<file path="config.mk">
export PLATFORM = sky130hd
export DESIGN_NAME = multimode_clock_divider_top
export DESIGN_NICKNAME = d
export VERILOG_FILES = /design/src/sv/mcd_pkg.sv /design/src/sv/mcd_count.sv /design/src/sv/multimode_clock_divider_top.sv
export SDC_FILE = /design/constraint.sdc
export NUM_CORES = 1
export LEC_CHECK = 0
export BUFFER_PORTS_ARGS = -buffer_cell sky130_fd_sc_hd__buf_2
export CAP_MARGIN = 10
export CORE_MARGIN = 2
export CORE_UTILIZATION = 40
export CTS_CLUSTER_SIZE = 20
export DETAILED_ROUTE_END_ITERATION = 8
export PLACE_DENSITY = 0.65
export SLEW_MARGIN = 20
export SYNTH_ARGS = -nofsm -noshare
export SYNTH_HDL_FRONTEND = slang
export SYNTH_HIERARCHICAL = 1
export SYNTH_SLANG_ARGS = --single-unit
</file>
<file path="constraint.sdc">
create_clock -name clk_i -period 6.15 [get_ports clk_i]
set_clock_uncertainty 0.05 [all_clocks]
set_input_delay 0.3075 -clock clk_i [delete_from_list [all_inputs] [get_ports clk_i]]
set_output_delay 0.3075 -clock clk_i [all_outputs]
set_load 0.05 [all_outputs]
</file>
<file path="src/sv/mcd_pkg.sv">
// ----------------------------------------------------------------------------
// mcd_pkg
// Shared types and constants of the multimode clock divider: mode codes,
// register indexes, count limits and the residue tables of the count unit.
// ----------------------------------------------------------------------------
`default_nettype none

package mcd_pkg;

  localparam int unsigned NUM_DIV             = 8;
  localparam int unsigned NUM_OUTPUTS_DEFAULT = 8;
  localparam int unsigned N_MODE              = 4;
  localparam int unsigned COUNT_W             = 24;
  localparam int unsigned RES_W               = 5;
  localparam int unsigned PULSE_W             = 16;
  localparam int unsigned PADDR_W             = 4;
  localparam int unsigned PDATA_W             = 32;
  localparam int unsigned S_TDATA_W           = 8;
  localparam int unsigned M_TDATA_W           = 32;

  typedef enum logic [1:0] {
    MODE_BITS  = 2'd0,
    MODE_POW2  = 2'd1,
    MODE_DEC   = 2'd2,
    MODE_PRIME = 2'd3
  } mode_e;

  typedef enum logic [1:0] {
    REG_COUNT_UP = 2'd0,
    REG_TRIGGER  = 2'd1,
    REG_MODE     = 2'd2,
    REG_PULSE    = 2'd3
  } reg_e;

  localparam logic [PULSE_W-1:0] PULSE_RESET = 16'd48;

  localparam logic [COUNT_W-1:0] MODE_MAX [N_MODE] = '{
    24'd512, 24'd512, 24'd362880, 24'd9699690
  };

  // Residues are kept for divisors 3, 5, 7, 9, 11, 13, 17, 19.
  localparam logic [RES_W-1:0] RES_DIV [NUM_DIV] = '{
    5'd3, 5'd5, 5'd7, 5'd9, 5'd11, 5'd13, 5'd17, 5'd19
  };

  // Residues of each mode's maximum count.
  localparam logic [RES_W-1:0] MAX_RES [N_MODE][NUM_DIV] = '{
    '{5'd2, 5'd2, 5'd1, 5'd8, 5'd6, 5'd5,  5'd2,  5'd18},
    '{5'd2, 5'd2, 5'd1, 5'd8, 5'd6, 5'd5,  5'd2,  5'd18},
    '{5'd0, 5'd0, 5'd0, 5'd0, 5'd1, 5'd11, 5'd15, 5'd18},
    '{5'd0, 5'd0, 5'd0, 5'd3, 5'd0, 5'd0,  5'd0,  5'd0}
  };

  typedef struct packed {
    logic [COUNT_W-1:0] count;
    logic [NUM_DIV-1:0] res_zero;
    logic               hold;
  } cnt_state_t;

endpackage

`default_nettype wire

</file>
<file path="src/sv/mcd_count.sv">
// ----------------------------------------------------------------------------
// mcd_count
// Edge detection and the shared count, with running residues of the count
// for the odd divisors so that no division is needed.
// ----------------------------------------------------------------------------
`default_nettype none

module mcd_count (
  input  wire logic                clk_i,
  input  wire logic                rst_ni,
  input  wire logic                step_i,
  input  wire logic                clock_level_i,
  input  wire logic                reset_level_i,
  input  wire logic                count_up_i,
  input  wire mcd_pkg::mode_e      mode_i,
  output mcd_pkg::cnt_state_t      next_o
);

  logic [mcd_pkg::COUNT_W-1:0] count_q, count_d;
  logic [mcd_pkg::RES_W-1:0]   res_q [mcd_pkg::NUM_DIV];
  logic [mcd_pkg::RES_W-1:0]   res_d [mcd_pkg::NUM_DIV];
  logic                        clock_prev_q, clock_prev_d;
  logic                        reset_prev_q;
  logic                        hold_q, hold_d;

  always_comb begin
    count_d      = count_q;
    res_d        = res_q;
    clock_prev_d = clock_prev_q;
    hold_d       = hold_q;
    if (reset_level_i && !reset_prev_q) begin
      hold_d = 1'b1;
      if (count_up_i) begin
        count_d = '0;
        for (int i = 0; i < mcd_pkg::NUM_DIV; i++) res_d[i] = '0;
      end else if (mode_i == mcd_pkg::MODE_BITS) begin
        count_d = mcd_pkg::MODE_MAX[mcd_pkg::MODE_BITS];
        for (int i = 0; i < mcd_pkg::NUM_DIV; i++) begin
          res_d[i] = mcd_pkg::MAX_RES[mcd_pkg::MODE_BITS][i];
        end
      end else begin
        count_d = mcd_pkg::COUNT_W'(1);
        for (int i = 0; i < mcd_pkg::NUM_DIV; i++) res_d[i] = mcd_pkg::RES_W'(1);
      end
    end else begin
      if (clock_level_i && !clock_prev_q) begin
        hold_d = 1'b0;
        if (count_up_i) begin
          if (count_q >= mcd_pkg::MODE_MAX[mode_i] - mcd_pkg::COUNT_W'(1)) begin
            count_d = '0;
            for (int i = 0; i < mcd_pkg::NUM_DIV; i++) res_d[i] = '0;
          end else begin
            count_d = count_q + mcd_pkg::COUNT_W'(1);
            for (int i = 0; i < mcd_pkg::NUM_DIV; i++) begin
              res_d[i] = (res_q[i] == mcd_pkg::RES_DIV[i] - mcd_pkg::RES_W'(1)) ?
                         '0 : res_q[i] + mcd_pkg::RES_W'(1);
            end
          end
        end else begin
          if (count_q <= mcd_pkg::COUNT_W'(1)) begin
            count_d = mcd_pkg::MODE_MAX[mode_i];
            for (int i = 0; i < mcd_pkg::NUM_DIV; i++) begin
              res_d[i] = mcd_pkg::MAX_RES[mode_i][i];
            end
          end else begin
            count_d = count_q - mcd_pkg::COUNT_W'(1);
            for (int i = 0; i < mcd_pkg::NUM_DIV; i++) begin
              res_d[i] = (res_q[i] == '0) ?
                         mcd_pkg::RES_DIV[i] - mcd_pkg::RES_W'(1) :
                         res_q[i] - mcd_pkg::RES_W'(1);
            end
          end
        end
      end
      clock_prev_d = clock_level_i;
    end
  end

  always_comb begin
    next_o.count = count_d;
    next_o.hold  = hold_d;
    for (int i = 0; i < mcd_pkg::NUM_DIV; i++) next_o.res_zero[i] = (res_d[i] == '0);
  end

  always_ff @(posedge clk_i or negedge rst_ni) begin
    if (!rst_ni) begin
      count_q      <= mcd_pkg::MODE_MAX[mcd_pkg::MODE_BITS];
      res_q        <= mcd_pkg::MAX_RES[mcd_pkg::MODE_BITS];
      clock_prev_q <= 1'b0;
      reset_prev_q <= 1'b0;
      hold_q       <= 1'b1;
    end else if (step_i) begin
      count_q      <= count_d;
      res_q        <= res_d;
      clock_prev_q <= clock_prev_d;
      reset_prev_q <= reset_level_i;
      hold_q       <= hold_d;
    end
  end

endmodule

`default_nettype wire

</file>
<file path="src/sv/multimode_clock_divider_top.sv">
// ----------------------------------------------------------------------------
// multimode_clock_divider_top
// Clock divider with binary, power-of-two, decimal and prime divisor sets,
// gate or trigger outputs, and an APB-style register port.
// ----------------------------------------------------------------------------
//  channel   direction  beat contents
//  s_axis    in         tdata: clock_level, reset_level
//  m_axis    out        tdata: divider_outputs, count_value
//  apb       in/out     count_up, trigger_outputs, divider_mode, pulse_ticks
//
//  One beat per cycle unless m_axis stalls; each input beat yields one output
//  beat in the cycle after it is taken. The count, flags and pulse timers
//  update in the cycle the beat is taken. A single output register holds the
//  result; s_axis_tready stays high while that register is empty or being drained.
//  Reset: count 512, outputs held low until the first clock edge.
// ----------------------------------------------------------------------------
`default_nettype none

module multimode_clock_divider_top #(
  parameter int unsigned NUM_OUTPUTS_USED = mcd_pkg::NUM_OUTPUTS_DEFAULT
) (
  input  wire logic                           clk_i,
  input  wire logic                           rst_ni,
  input  wire logic                           s_axis_tvalid,
  output      logic                           s_axis_tready,
  // [0] clock_level, [1] reset_level, [7:2] zero
  input  wire logic [mcd_pkg::S_TDATA_W-1:0]  s_axis_tdata,
  output      logic                           m_axis_tvalid,
  input  wire logic                           m_axis_tready,
  // [7:0] divider_outputs, [31:8] count_value
  output      logic [mcd_pkg::M_TDATA_W-1:0]  m_axis_tdata,
  input  wire logic                           psel,
  input  wire logic                           penable,
  input  wire logic                           pwrite,
  input  wire logic [mcd_pkg::PADDR_W-1:0]    paddr,
  input  wire logic [mcd_pkg::PDATA_W-1:0]    pwdata,
  output      logic [mcd_pkg::PDATA_W-1:0]    prdata,
  output      logic                           pready
);

  logic                          count_up_q;
  logic                          trigger_q;
  mcd_pkg::mode_e                mode_q;
  logic [mcd_pkg::PULSE_W-1:0]   pulse_ticks_q;
  logic                          wr_en;
  mcd_pkg::reg_e                 reg_sel;

  logic                          accept;
  logic                          out_valid_q;
  logic [mcd_pkg::M_TDATA_W-1:0] out_data_q;

  mcd_pkg::cnt_state_t           nxt;
  logic [mcd_pkg::NUM_DIV-1:0]   flags;
  logic [NUM_OUTPUTS_USED-1:0]   flags_q;
  logic [mcd_pkg::PULSE_W-1:0]   pulse_q [NUM_OUTPUTS_USED];
  logic [mcd_pkg::PULSE_W-1:0]   pulse_d [NUM_OUTPUTS_USED];
  logic [mcd_pkg::PULSE_W-1:0]   load;
  logic [mcd_pkg::NUM_DIV-1:0]   outs;

  function automatic logic [mcd_pkg::NUM_DIV-1:0] div_flags(
    mcd_pkg::mode_e              m,
    logic [mcd_pkg::COUNT_W-1:0] cnt,
    logic [mcd_pkg::NUM_DIV-1:0] rz
  );
    logic [mcd_pkg::NUM_DIV-1:0] f;
    f = '0;
    case (m)
      mcd_pkg::MODE_BITS: f = cnt[mcd_pkg::NUM_DIV-1:0];
      mcd_pkg::MODE_POW2: begin
        for (int c = 0; c < mcd_pkg::NUM_DIV; c++) begin
          f[c] = ~|(cnt[mcd_pkg::NUM_DIV-1:0] &
                    mcd_pkg::NUM_DIV'((16'd2 << c) - 16'd1));
        end
      end
      mcd_pkg::MODE_DEC: begin
        f = {rz[3], ~|cnt[2:0], rz[2], ~cnt[0] & rz[0],
             rz[1], ~|cnt[1:0], rz[0], ~cnt[0]};
      end
      mcd_pkg::MODE_PRIME: begin
        f = {rz[7], rz[6], rz[5], rz[4], rz[2], rz[1], rz[0], ~cnt[0]};
      end
      default: f = '0;
    endcase
    return f;
  endfunction

  // Register port
  assign pready  = 1'b1;
  assign reg_sel = mcd_pkg::reg_e'(paddr[mcd_pkg::PADDR_W-1:2]);
  assign wr_en   = psel && penable && pwrite && pready;

  always_comb begin
    prdata = '0;
    case (reg_sel)
      mcd_pkg::REG_COUNT_UP: prdata[0] = count_up_q;
      mcd_pkg::REG_TRIGGER:  prdata[0] = trigger_q;
      mcd_pkg::REG_MODE:     prdata[1:0] = mode_q;
      mcd_pkg::REG_PULSE:    prdata[mcd_pkg::PULSE_W-1:0] = pulse_ticks_q;
      default:               prdata = '0;
    endcase
  end

  always_ff @(posedge clk_i or negedge rst_ni) begin
    if (!rst_ni) begin
      count_up_q    <= 1'b0;
      trigger_q     <= 1'b0;
      mode_q        <= mcd_pkg::MODE_BITS;
      pulse_ticks_q <= mcd_pkg::PULSE_RESET;
    end else if (wr_en) begin
      case (reg_sel)
        mcd_pkg::REG_COUNT_UP: count_up_q    <= pwdata[0];
        mcd_pkg::REG_TRIGGER:  trigger_q     <= pwdata[0];
        mcd_pkg::REG_MODE:     mode_q        <= mcd_pkg::mode_e'(pwdata[1:0]);
        mcd_pkg::REG_PULSE:    pulse_ticks_q <= pwdata[mcd_pkg::PULSE_W-1:0];
        default:               count_up_q    <= count_up_q;
      endcase
    end
  end

  // Stream handshake
  assign s_axis_tready = !out_valid_q || m_axis_tready;
  assign accept        = s_axis_tvalid && s_axis_tready;
  assign m_axis_tvalid = out_valid_q;
  assign m_axis_tdata  = out_data_q;

  mcd_count u_count (
    .clk_i         (clk_i),
    .rst_ni        (rst_ni),
    .step_i        (accept),
    .clock_level_i (s_axis_tdata[0]),
    .reset_level_i (s_axis_tdata[1]),
    .count_up_i    (count_up_q),
    .mode_i        (mode_q),
    .next_o        (nxt)
  );

  assign flags = nxt.hold ? '0 : div_flags(mode_q, nxt.count, nxt.res_zero);
  assign load  = (pulse_ticks_q == '0) ? '0 : pulse_ticks_q - mcd_pkg::PULSE_W'(1);

  always_comb begin
    outs = '0;
    for (int c = 0; c < NUM_OUTPUTS_USED; c++) begin
      if (trigger_q && flags[c] && !flags_q[c]) begin
        pulse_d[c] = (load > pulse_q[c]) ? load : pulse_q[c];
        outs[c]    = 1'b1;
      end else begin
        pulse_d[c] = (pulse_q[c] != '0) ? pulse_q[c] - mcd_pkg::PULSE_W'(1) : pulse_q[c];
        outs[c]    = trigger_q ? (pulse_q[c] != '0) : flags[c];
      end
    end
  end

  always_ff @(posedge clk_i or negedge rst_ni) begin
    if (!rst_ni) begin
      flags_q <= '0;
      for (int c = 0; c < NUM_OUTPUTS_USED; c++) pulse_q[c] <= '0;
    end else if (accept) begin
      flags_q <= flags[NUM_OUTPUTS_USED-1:0];
      pulse_q <= pulse_d;
    end
  end

  always_ff @(posedge clk_i or negedge rst_ni) begin
    if (!rst_ni) begin
      out_valid_q <= 1'b0;
    end else if (accept) begin
      out_valid_q <= 1'b1;
    end else if (m_axis_tready) begin
      out_valid_q <= 1'b0;
    end
  end

  always_ff @(posedge clk_i) begin
    if (accept) begin
      out_data_q <= {nxt.count, outs};
    end
  end

endmodule

`default_nettype wire
</file>
==> flow_metrics.env <==
export IMPL_worst_r2r_endpoint="pulse_q[30]$_DFFE_PN0P_"
export IMPL_crit_slowest_cell="sky130_fd_sc_hd__or4_1"
export IMPL_place_detailed_instances=3294
export IMPL_io_buffers=76
export IMPL_r2r_slack_ps=330
export IMPL_clkSlewWorstSetupHoldPaths_ps=60
export IMPL_routed_via_count=21400
export IMPL_routed_via_density=6.34
export IMPL_top_flip_flop_cell_by_instance_count_after_synthesis="sky130_fd_sc_hd__dfrtp_1"
export IMPL_ant_nets=0
export IMPL_number_of_flops_mapped_to_enable_cells_by_yosys=32
export IMPL_synth_warnings=6
export IMPL_cts_tree="done"
export IMPL_cp_cell_sequence="and2_1 -> inv_1 -> ha_1 -> nand4_1 -> o221ai_1 -> buf_4 -> or4_1 -> or4_1 -> o2111ai_1 -> nor2_1 -> and3_1 -> a221oi_1 -> and2_1 -> nor3_2 -> buf_4 -> nand3_1 -> nand2_1 -> a32o_1"
export IMPL_worstHoldEndpoint="trigger_q$_DFFE_PN0P_"
export IMPL_synth_top_area_cell="sky130_fd_sc_hd__dfrtp_1"
export IMPL_grt_ovfl_total=0
export IMPL_holdCritPathClass="in2reg"
export IMPL_hold_sp="paddr[2]"
export IMPL_startpoint_of_the_most_critical_register_to_register_path="mode_q[1]$_DFFE_PN0P_"
export IMPL_final_cell_mix="208 x sky130_fd_sc_hd__dfrtp_1, 198 x sky130_fd_sc_hd__a21oi_1, 192 x sky130_fd_sc_hd__nand2_1, 192 x sky130_fd_sc_hd__nor2_1, 181 x sky130_fd_sc_hd__inv_1"
export IMPL_synth_cell_types=108
export IMPL_synth_seq_cells=256
export IMPL_tritoncts_num_buffers=34
export IMPL_die_area_um2=55300
export IMPL_pin_count=118
export IMPL_leakage_nw=10.1
export IMPL_post_synth_cell_area_avg_um2=8.20
export IMPL_grt_pass1_wl_um=112000
export IMPL_yosysSeqAreaShare_pct=30.8
export IMPL_highest_achievable_clock_rate_ghz=0.172
export IMPL_filler_cell_count=5135
export IMPL_worstMarginPinSlew_ps=1100
export IMPL_clock_insertion_delay_worst_skew_ps=550
export IMPL_routabilityCongestion=0.973
export IMPL_dr_first_iter_drc_count=2011
export IMPL_die_y_um=235
export IMPL_final_common_cell="sky130_fd_sc_hd__dfrtp_1"
export IMPL_ir_drop_v=0.000242
export IMPL_global_route_usage_total_pct=24.7
export IMPL_cts_num_sinks=256
export IMPL_worst_slew_margin_rel_pct=25.9
export IMPL_crit_required_ps=6530
export IMPL_utilization_pct=45.3
export IMPL_grt_antenna_before_repair=2
export IMPL_cts_setup_buffers=0
export IMPL_setup_violations=0
export IMPL_fraction_of_layout_cells_with_a_size_suffix_above_1_pct=11.9
export IMPL_holdPathStages=3
export IMPL_layout_worst_path_cycle_share_pct=94.6
export IMPL_core_area_um2=52700
export IMPL_synth_cells=2605
export IMPL_hold_violation_total_from_the_final_report=0
export IMPL_critPathMaxFanout=12
export IMPL_final_hpwl_from_detailed_placement_um=49100
export IMPL_drcViolationCount=0
export IMPL_finalNetCount=2892
export IMPL_powerDensity_nw_per_um2=443
export IMPL_worst_path_largest_cell_delay_ps=740
export IMPL_r2r_worst_path_cells=18
export IMPL_drt_pass1_iter_count=6
export IMPL_totalNegativeSetupSlack_ps=0
export IMPL_pin_count_of_the_biggest_net_entering_global_routing=107
export IMPL_whs_ps=196
export IMPL_synth_area_leaders="sky130_fd_sc_hd__dfrtp_1 24%, sky130_fd_sc_hd__ha_1 10%, sky130_fd_sc_hd__a21oi_1 4.7%"
export IMPL_final_cells=3374
export IMPL_result_of_the_run="complete, no violations"
export IMPL_area_growth_pct=11.6
export IMPL_period_needed_ps=5820
export IMPL_cts_max_level=2
export IMPL_routed_wirelength_um=70300
export IMPL_rsz0062_at_grt="false"
export IMPL_async_flop_share_pct=87.5
export IMPL_netlist_area_um2=21400
export IMPL_cp_data_arrival_time_ps=6200
export IMPL_std_cell_rows=84
export IMPL_drv_cap=0
export IMPL_timing_critical_path_from_type="register"
export IMPL_initial_utilization_pct=40.6
export IMPL_post_synth_top_area_fraction_pct=24.5
export IMPL_die_w_um=235
export IMPL_slew_viol_final=0
export IMPL_insertedDiodeCount=0
export IMPL_detail_route_wl_per_cell_um=20.8
export IMPL_path_class="reg2reg"
export IMPL_timing_critical_path_to_type="register"
export IMPL_cts_root_buffer_cell="sky130_fd_sc_hd__clkbuf_16"
export IMPL_cts_root_to_sink_buffers=3
export IMPL_first_global_vias=20700
==> logic make-up (layout without fill, tap and decap cells) <==
kind of cell	Yosys count	after routing	share of synthesized area, %
muxes	56	56	2.90
DFF	256	256	30.8
buffers and inverters	350	412	6.82
xor gates and xnor gates	18	18	0.738
and+or+nand+nor	959	959	23.4
other	3	22	0.0527
AOI/OAI and AO/OA	785	785	24.9
adders and majority gates	178	178	10.4
==> synthesized netlist by cell type (12+ instances only) <==
| cell type | number |
|---|---|
| sky130_fd_sc_hd__and3_1 | 34 |
| sky130_fd_sc_hd__dfstp_2 | 15 |
| sky130_fd_sc_hd__and2_1 | 13 |
| sky130_fd_sc_hd__o211ai_1 | 21 |
| sky130_fd_sc_hd__buf_2 | 21 |
| sky130_fd_sc_hd__o311ai_0 | 13 |
| sky130_fd_sc_hd__nand2_1 | 192 |
| sky130_fd_sc_hd__nor4_1 | 53 |
| sky130_fd_sc_hd__o21ai_1 | 12 |
| sky130_fd_sc_hd__nor2b_1 | 24 |
| sky130_fd_sc_hd__o21a_1 | 17 |
| sky130_fd_sc_hd__nor2_1 | 192 |
| sky130_fd_sc_hd__a21o_1 | 31 |
| sky130_fd_sc_hd__dfrtp_1 | 209 |
| sky130_fd_sc_hd__a221oi_1 | 18 |
| sky130_fd_sc_hd__a211oi_1 | 43 |
| sky130_fd_sc_hd__ha_1 | 178 |
| sky130_fd_sc_hd__nand2b_1 | 24 |
| sky130_fd_sc_hd__nand3_1 | 116 |
| sky130_fd_sc_hd__a22oi_1 | 18 |
| sky130_fd_sc_hd__o21ai_0 | 153 |
| sky130_fd_sc_hd__a21oi_1 | 200 |
| sky130_fd_sc_hd__o22ai_1 | 21 |
| sky130_fd_sc_hd__o221ai_1 | 14 |
| sky130_fd_sc_hd__nand4_1 | 63 |
| sky130_fd_sc_hd__or3_1 | 28 |
| sky130_fd_sc_hd__o31ai_1 | 13 |
| sky130_fd_sc_hd__a22o_1 | 22 |
| sky130_fd_sc_hd__inv_1 | 181 |
| sky130_fd_sc_hd__edfxtp_1 | 32 |
| sky130_fd_sc_hd__or4_1 | 23 |
| sky130_fd_sc_hd__clkbuf_1 | 117 |
| sky130_fd_sc_hd__a31oi_1 | 43 |
| sky130_fd_sc_hd__nor3_1 | 125 |
| sky130_fd_sc_hd__mux2i_1 | 18 |
| sky130_fd_sc_hd__buf_4 | 21 |
| sky130_fd_sc_hd__mux2_2 | 36 |
==> report_power, final <==
| group | internal [mW] | switching (mW) |
|---|---|---|
| clock | 1.21 | 0.808 |
| combinational | 2.04 | 3.30 |
| sequential | 2.37 | 0.858 |
| total | 5.61 | 4.96 |
==> flip-flops by register name, indices dropped and copies added, names as in the netlist <==
| register | count |
|---|---|
| u_count/res_q | 40 |
| pulse_ticks_q | 16 |
| u_count/hold_q | 1 |
| u_count/reset_prev_q | 1 |
| u_count/count_q | 24 |
| m_axis_tvalid | 1 |
| u_count/clock_prev_q | 1 |
| trigger_q | 1 |
| count_up_q | 1 |
| m_axis_tdata | 32 |
| mode_q | 2 |
| pulse_q | 128 |
| flags_q | 8 |
==> through the flow <==
stage	cell area [µm²]	worst slack (ps)	total power, mW
floorplan	21400	1080	6.88
global placement	22500	584	8.20
detailed placement	22500	414	8.43
CTS	23800	387	10.5
global route	23900	64.7	11.4
finish	23900	330	10.6
==> routing by layer <==
metal | track usage [%] | up-vias | routed length, µm
li1 | - | 9911 | -
met1 | 30.8 | 10400 | 29200
met2 | 41.5 | 859 | 33200
met3 | 3.47 | 222 | 4230
met4 | 13.1 | 0 | 3640
met5 | 0 | - | 0
==> critical path: cells and delay by family (launching register included) <==
| family | cells | cell delay, ps |
|---|---|---|
| buffers and inverters | 3 | 560 |
| DFF | 1 | 470 |
| AOI/OAI and AO/OA | 4 | 1050 |
| and+or+nand+nor | 10 | 3230 |
| adders and majority gates | 1 | 330 |
==> cell type report <==
| class | count | area [µm²] | share of cell area [%] |
|---|---|---|---|
| clock inverters | 13 | 120 | 0.504 |
| flip-flops and latches | 256 | 6590 | 27.6 |
| multi-input cells | 2018 | 13500 | 56.4 |
| repair buffers | 171 | 1160 | 4.85 |
| well taps | 688 | 861 | 3.61 |
| inverters | 182 | 686 | 2.87 |
| clock buffers | 46 | 990 | 4.15 |
==> repair_timing <==
action,4_1_cts,5_1_grt
hold buffers,21,0
gates resized for setup,0,5
endpoints found under the hold margin,119,0
endpoints found under the setup margin,0,37
==> how the worst max path moves through the flow <==
stage | from | endpoint | slack (ps) | cells past startpoint
6_report | mode_q[1]$_DFFE_PN0P_ | pulse_q[30]$_DFFE_PN0P_ | 330 | 18
5_1_grt | mode_q[1]$_DFFE_PN0P_ | pulse_q[121]$_DFFE_PN0P_ | 60 | 18
4_1_cts | mode_q[1]$_DFFE_PN0P_ | pulse_q[56]$_DFFE_PN0P_ | 390 | 17
3_5_place_dp | mode_q[1]$_DFFE_PN0P_ | pulse_q[5]$_DFFE_PN0P_ | 410 | 17
2_1_floorplan | mode_q[1]$_DFFE_PN0P_ | pulse_q[4]$_DFFE_PN0P_ | 1080 | 19
3_3_place_gp | mode_q[1]$_DFFE_PN0P_ | pulse_q[5]$_DFFE_PN0P_ | 580 | 18
No activity file was read; power rests on OpenSTA's default activity.
